<file path="config.mk">
export PLATFORM = sky130hd
export DESIGN_NAME = three_term_recurrence_checksum
export DESIGN_NICKNAME = d
export VERILOG_FILES = /design/src/hw/rtl/ttrc_pkg.sv /design/src/hw/rtl/ttrc_term.sv /design/src/hw/rtl/three_term_recurrence_checksum.sv
export SDC_FILE = /design/constraint.sdc
export NUM_CORES = 1
export LEC_CHECK = 0
export ABC_AREA = 1
export BUFFER_PORTS_ARGS = -buffer_cell sky130_fd_sc_hd__buf_4
export CAP_MARGIN = 10
export CELL_PAD_IN_SITES_DETAIL_PLACEMENT = 1
export CELL_PAD_IN_SITES_GLOBAL_PLACEMENT = 1
export CORE_MARGIN = 3
export CORE_UTILIZATION = 35
export CTS_CLUSTER_SIZE = 30
export DETAILED_ROUTE_END_ITERATION = 12
export PLACE_DENSITY = 0.69
export SYNTH_ARGS = -nofsm -noshare
export SYNTH_HDL_FRONTEND = slang
export SYNTH_HIERARCHICAL = 1
export SYNTH_SLANG_ARGS = --single-unit
</file>
<file path="constraint.sdc">
create_clock -name clk -period 17.6 [get_ports clk]
set_input_delay 5.28 -clock clk [delete_from_list [all_inputs] [get_ports clk]]
set_output_delay 5.28 -clock clk [all_outputs]
set_load 0.02 [all_outputs]
</file>
<file path="src/hw/rtl/ttrc_pkg.sv">
// Types and constants of the three-term recurrence checksum.
package ttrc_pkg;

	localparam int unsigned TermW  = 16;
	localparam int unsigned IndexW = 8;

	// Offset added to the first byte of a message.
	localparam logic [7:0]  FIRST_OFFSET = 8'd7;
	// Index multipliers, taken modulo 256.
	localparam logic [7:0]  STEP_A = 8'd17;
	localparam logic [7:0]  STEP_M = 8'd31;
	// 256 * 65535: lifts the widest negative difference above zero.
	localparam logic [26:0] LIFT = 27'd16776960;
	localparam logic [15:0] MODULUS = 16'hFFFF;

	typedef struct packed {
		logic [TermW-1:0]  prev;
		logic [TermW-1:0]  cur;
		logic [IndexW-1:0] idx;
	} term_state_t;

endpackage

</file>
<file path="src/hw/rtl/ttrc_term.sv">
// Next-state logic of the recurrence: one byte applied to the term state.
module ttrc_term (
	input  logic [7:0]           data_byte,
	input  logic                 first_byte,
	input  ttrc_pkg::term_state_t state_cur,
	output ttrc_pkg::term_state_t state_nxt
);
	import ttrc_pkg::*;

	logic [7:0]  mul_a;
	logic [7:0]  mul_m;
	logic [8:0]  byte_sum;
	logic [24:0] prod_p;
	logic [23:0] prod_q;
	logic        borrow;
	logic [26:0] lifted;
	logic [16:0] fold_a;
	logic [16:0] fold_b;
	logic [15:0] term;

	// 8-bit products keep only the index multiples modulo 256.
	assign mul_a    = state_cur.idx * STEP_A;
	assign mul_m    = state_cur.idx * STEP_M;
	assign byte_sum = {1'b0, data_byte} + {1'b0, mul_a};
	assign prod_p   = {16'b0, byte_sum} * {9'b0, state_cur.cur};
	assign prod_q   = {16'b0, mul_m} * {8'b0, state_cur.prev};

	// A wrapped negative difference is one higher modulo 65535.
	assign borrow = ({1'b0, prod_q} > prod_p);
	assign lifted = {2'b0, prod_p} + LIFT + {26'b0, borrow} - {3'b0, prod_q};

	// Fold 2^16 == 1 twice; the second fold never carries.
	assign fold_a = {1'b0, lifted[15:0]} + {6'b0, lifted[26:16]};
	assign fold_b = {1'b0, fold_a[15:0]} + {16'b0, fold_a[16]};
	assign term   = (fold_b[15:0] == MODULUS) ? 16'd0 : fold_b[15:0];

	always_comb begin
		if (first_byte) begin
			state_nxt.prev = 16'd1;
			state_nxt.cur  = {8'b0, data_byte} + {8'b0, FIRST_OFFSET};
			state_nxt.idx  = 8'd1;
		end else begin
			state_nxt.prev = state_cur.cur;
			state_nxt.cur  = term;
			state_nxt.idx  = state_cur.idx + 8'd1;
		end
	end

endmodule

</file>
<file path="src/hw/rtl/three_term_recurrence_checksum.sv">
// Top level of the three-term recurrence checksum.
//
// Input channel: in_valid/in_ready carry one word per message byte with
// data_byte, first_byte and last_byte. Output channel: out_valid/out_ready
// carry one checksum word for every byte marked last_byte.
// Throughput: one word per cycle, except while a last byte waits behind a
// stalled checksum. The recurrence (two small multiplies and a fold modulo
// 65535) is combinational from the term registers back to themselves.
// Path: a word taken sits in the input register, then updates the terms
// and, when last, loads the checksum register that drives out_valid.
// Reset: terms go to prev 1, cur 1, index 0; both registers empty.
// A byte without first_byte continues from the present terms.
// Stall: while a checksum waits on out_ready, bytes that are not last keep
// flowing through; a last byte waits in the input register, and in_ready
// drops only while such a byte is held behind a stalled checksum.
module three_term_recurrence_checksum (
	input  logic        clk,
	input  logic        arst_n,
	input  logic        in_valid,
	output logic        in_ready,
	input  logic [7:0]  data_byte,
	input  logic        first_byte,
	input  logic        last_byte,
	output logic        out_valid,
	input  logic        out_ready,
	output logic [15:0] checksum
);
	import ttrc_pkg::*;

	// input register
	logic        valid_s1;
	logic [7:0]  data_s1;
	logic        first_s1;
	logic        last_s1;

	term_state_t state_q;
	term_state_t state_nxt;

	logic        out_valid_q;
	logic [15:0] checksum_q;

	logic        out_free;
	logic        advance;
	logic        take_in;

	ttrc_term u_term (
		.data_byte  (data_s1),
		.first_byte (first_s1),
		.state_cur  (state_q),
		.state_nxt  (state_nxt)
	);

	// The output register can load when empty or draining this cycle.
	assign out_free = !out_valid_q || out_ready;
	// Advance the held byte unless it is last and the checksum slot is busy.
	assign advance  = valid_s1 && (!last_s1 || out_free);
	assign in_ready = !valid_s1 || advance;
	assign take_in  = in_valid && in_ready;

	always_ff @(posedge clk or negedge arst_n) begin
		if (!arst_n) begin
			valid_s1 <= 1'b0;
		end else if (take_in) begin
			valid_s1 <= 1'b1;
		end else if (advance) begin
			valid_s1 <= 1'b0;
		end
	end

	always_ff @(posedge clk) begin
		if (take_in) begin
			data_s1  <= data_byte;
			first_s1 <= first_byte;
			last_s1  <= last_byte;
		end
	end

	// Advance the terms once per byte leaving the input register.
	always_ff @(posedge clk or negedge arst_n) begin
		if (!arst_n) begin
			state_q.prev <= 16'd1;
			state_q.cur  <= 16'd1;
			state_q.idx  <= 8'd0;
		end else if (advance) begin
			state_q <= state_nxt;
		end
	end

	always_ff @(posedge clk or negedge arst_n) begin
		if (!arst_n) begin
			out_valid_q <= 1'b0;
		end else if (advance && last_s1) begin
			out_valid_q <= 1'b1;
		end else if (out_ready) begin
			out_valid_q <= 1'b0;
		end
	end

	// Capture the new current term as the checksum of a last byte.
	always_ff @(posedge clk) begin
		if (advance && last_s1) begin
			checksum_q <= state_nxt.cur;
		end
	end

	assign out_valid = out_valid_q;
	assign checksum  = checksum_q;

endmodule

</file>
==> qor.yml <==
setup_tns_ns: 0
synthCells: 2121
h-tree-depth: 3
status: "complete, no violations"
remaining_drc_errors: 0
num_vias: 13200
wire_per_inst_um: 17.7
setup_viol: 0
maxSlewViolCount: 0
dieArea_um2: 47600
worstPathArrival_ns: 16.25
clock_latency_ns: 0.35
routed_via_density: 4.86
drt_wl_total_um: 48000
place_hpwl_um: 41000
cts_tree: "built"
cts_sinks: 68
layout-drive-gt1-share: 0.0546
coreArea_um2: 44300
synth_nets: 2532
port_buffers: 31
worst_pin_slew_ns: 1.03
track_usage: 0.207
seqCellArea_um2: 1830
post_cts_resized: 0
synth_edf_count: 26
synth_ff_type: "dfrtp_1"
antenna_found_initial: 0
skew_ns: 0.0162
rsz0062_at_grt: "no"
n_antenna_cell: 0
fillers: 5617
cts_root_buf: "clkbuf_16"
async_flop_share: 0.618
cts.clk_slew.worst_paths_ns: 0.07
min_path_type: "reg -> reg"
slew_headroom: 0.314
numCtsBuffers: 9
row_count: 77
grt_first_pass_wirelength_um: 77900
drt_iter0_drc: 544
multiInputGateArea_um2: 11900
yosysWarnings: 6
period_share: 0.910
ys_seq_area_frac: 0.116
area_growth_pct: 6.92
synth_area_per_cell_um2: 7.42
min_path_cells: 2
initial_core_util: 0.355
crit_path_end_kind: "flop"
hold_viol: 0
final_nets: 2532
critPathLaunchType: "flop"
path_class: "reg -> reg"
max_clock_freq_ghz: 0.0624
syn_area_um2: 15700
post-cts-setup-buffer-count: 0
dieWidth_um: 218
reg2regPathDepth: 84
required_ns: 17.83
gp_congestion: 0.870
critPathMaxStageDelay_ns: 0.99
grt_max_degree: 44
fp.dieH_um: 218
ctsHoldBuffers: 0
yosys_register_bits: 68
drv_cap: 0
drtAntennaViolNets: 0
overflow: 0
cpMostUsedCell: "nand2_1"
clock_path_buffers: 2
fin_crit_ns: 16.01
io_pins: 32
cp_max_fo: 24
worst_path_max_delay_cell: "dfrtp_1"
grt_pass1_vias: 14500
synth.distinct_cells: 48
dr.pass1.iters: 5
==> Yosys cell counts, types with 3 or more instances <==
| master | count | area (µm²) |
|---|---|---|
| nand3_1 | 96 | 480 |
| nand3_2 | 6 | 60.1 |
| edfxtp_1 | 26 | 781 |
| or2_2 | 8 | 50.1 |
| clkbuf_1 | 32 | 120 |
| xnor2_1 | 39 | 342 |
| o21ai_0 | 32 | 160 |
| buf_6 | 5 | 56.3 |
| nor2_2 | 9 | 56.3 |
| fa_1 | 202 | 4040 |
| o21ai_1 | 4 | 20.0 |
| buf_2 | 9 | 45.0 |
| nand3b_1 | 3 | 22.5 |
| o211ai_1 | 3 | 22.5 |
| xor2_1 | 41 | 359 |
| a21oi_1 | 82 | 410 |
| nand2_1 | 513 | 1930 |
| ha_1 | 195 | 2440 |
| a21boi_0 | 5 | 37.5 |
| nor3_1 | 10 | 50.1 |
| nand2_4 | 3 | 33.8 |
| inv_2 | 6 | 22.5 |
| nand4_1 | 15 | 93.8 |
| nor2_4 | 4 | 45.0 |
| nand2_2 | 18 | 113 |
| a21o_1 | 7 | 52.6 |
| o31ai_1 | 3 | 22.5 |
| a21oi_2 | 3 | 26.3 |
| a21boi_1 | 3 | 22.5 |
| dfrtp_1 | 40 | 1000 |
| nor2_1 | 196 | 736 |
| o21bai_1 | 6 | 45.0 |
| a31oi_1 | 7 | 43.8 |
| inv_1 | 469 | 1760 |
==> final timing paths <==
path,slack [ns],startpoint,endpoint
max,1.59,state_q[0],state_q[15]
max reg2reg,1.59,state_q[0],state_q[15]
max in group asynchronous,12.21,arst_n,state_q[36]
min reg2reg,0.54,state_q[24],state_q[24]
min in group asynchronous,4.94,arst_n,out_valid
min,0.54,state_q[24],state_q[24]
==> placed cells by master (no fill, tap or decap), types with 3 or more instances in the layout <==
| master | Yosys | final |
|---|---|---|
| a21boi_0 | 5 | 5 |
| a21boi_1 | 3 | 3 |
| a21o_1 | 7 | 7 |
| a21oi_1 | 82 | 82 |
| a21oi_2 | 3 | 3 |
| a31oi_1 | 7 | 7 |
| buf_4 | 0 | 35 |
| clkbuf_16 | 0 | 9 |
| dfrtp_1 | 40 | 40 |
| edfxtp_1 | 26 | 26 |
| fa_1 | 202 | 202 |
| ha_1 | 195 | 195 |
| inv_1 | 469 | 469 |
| inv_2 | 6 | 6 |
| inv_6 | 0 | 3 |
| nand2_1 | 513 | 513 |
| nand2_2 | 18 | 18 |
| nand2_4 | 3 | 3 |
| nand3_1 | 96 | 96 |
| nand3_2 | 6 | 6 |
| nand3b_1 | 3 | 3 |
| nand4_1 | 15 | 15 |
| nor2_1 | 196 | 196 |
| nor2_2 | 9 | 9 |
| nor2_4 | 4 | 4 |
| nor3_1 | 10 | 10 |
| o211ai_1 | 3 | 3 |
| o21ai_0 | 32 | 32 |
| o21ai_1 | 4 | 4 |
| o21bai_1 | 6 | 6 |
| o31ai_1 | 3 | 3 |
| or2_2 | 8 | 8 |
| xnor2_1 | 39 | 39 |
| xor2_1 | 41 | 41 |
==> through the flow <==
| stage | worst slack (ns) | cells | area, µm² | utilization | hold slack [ns] |
|---|---|---|---|---|---|
| after floorplan | 4.02 | 2121 | 15700 | - | 0.440 |
| after global placement | 2.15 | 2702 | 16500 | 0.373 | 0.527 |
| after detailed placement | 1.53 | 2702 | 16500 | 0.373 | 0.542 |
| after CTS | 1.50 | 2718 | 16800 | 0.380 | 0.551 |
| after global routing | 0.123 | 2718 | 16800 | 0.380 | 0.577 |
| final | 1.59 | 2718 | 16800 | 0.380 | 0.542 |
==> worst max-delay path, delay by kind of cell (launching register included) <==
kind	cells	cell delay, ns
adder cells (fa/ha/maj)	15	6.14
buffers and inverters	11	0.90
flip-flops	1	0.99
XOR/XNOR	3	0.67
AO/OA/AOI/OAI	13	2.56
AND/OR/NAND/NOR	42	4.59
==> flip-flops by register name (all words and copies together), names as in the netlist <==
| signal | flops |
|---|---|
| state_q | 40 |
| checksum | 16 |
| data_s1 | 8 |
| first_s1 | 1 |
| last_s1 | 1 |
| out_valid | 1 |
| valid_s1 | 1 |
==> layer usage <==
metal	wire length (µm)	up-vias	track usage	part of all wire
met2	23600	159	0.364	0.49
met3	1260	43	0.0171	0.026
met4	864	0	0.0402	0.018
li1	-	6406	-	-
met1	22300	6607	0.281	0.46
met5	0	-	0	0
==> cell type report <==
cell class	instances	share of cell area
timing repair buffer	35	0.0156
sequential	68	0.109
clock inverter	7	0.00490
tap	592	0.0440
inverter	475	0.106
multi-input combinational	1532	0.707
clock buffer	9	0.0134
==> logic make-up (layout without fill, tap and decap cells) <==
kind of cell,Yosys count,in the layout,share of synthesized area
simple gates,893,893,0.241
flops,68,68,0.116
fa+ha+maj,397,397,0.412
buf+inv,521,526,0.127
compound gates,161,161,0.0579
xor+xnor,81,81,0.0455
Power is not shown: default switching activity piles up to over one toggle a cycle in this logic, so the estimate is an artifact.
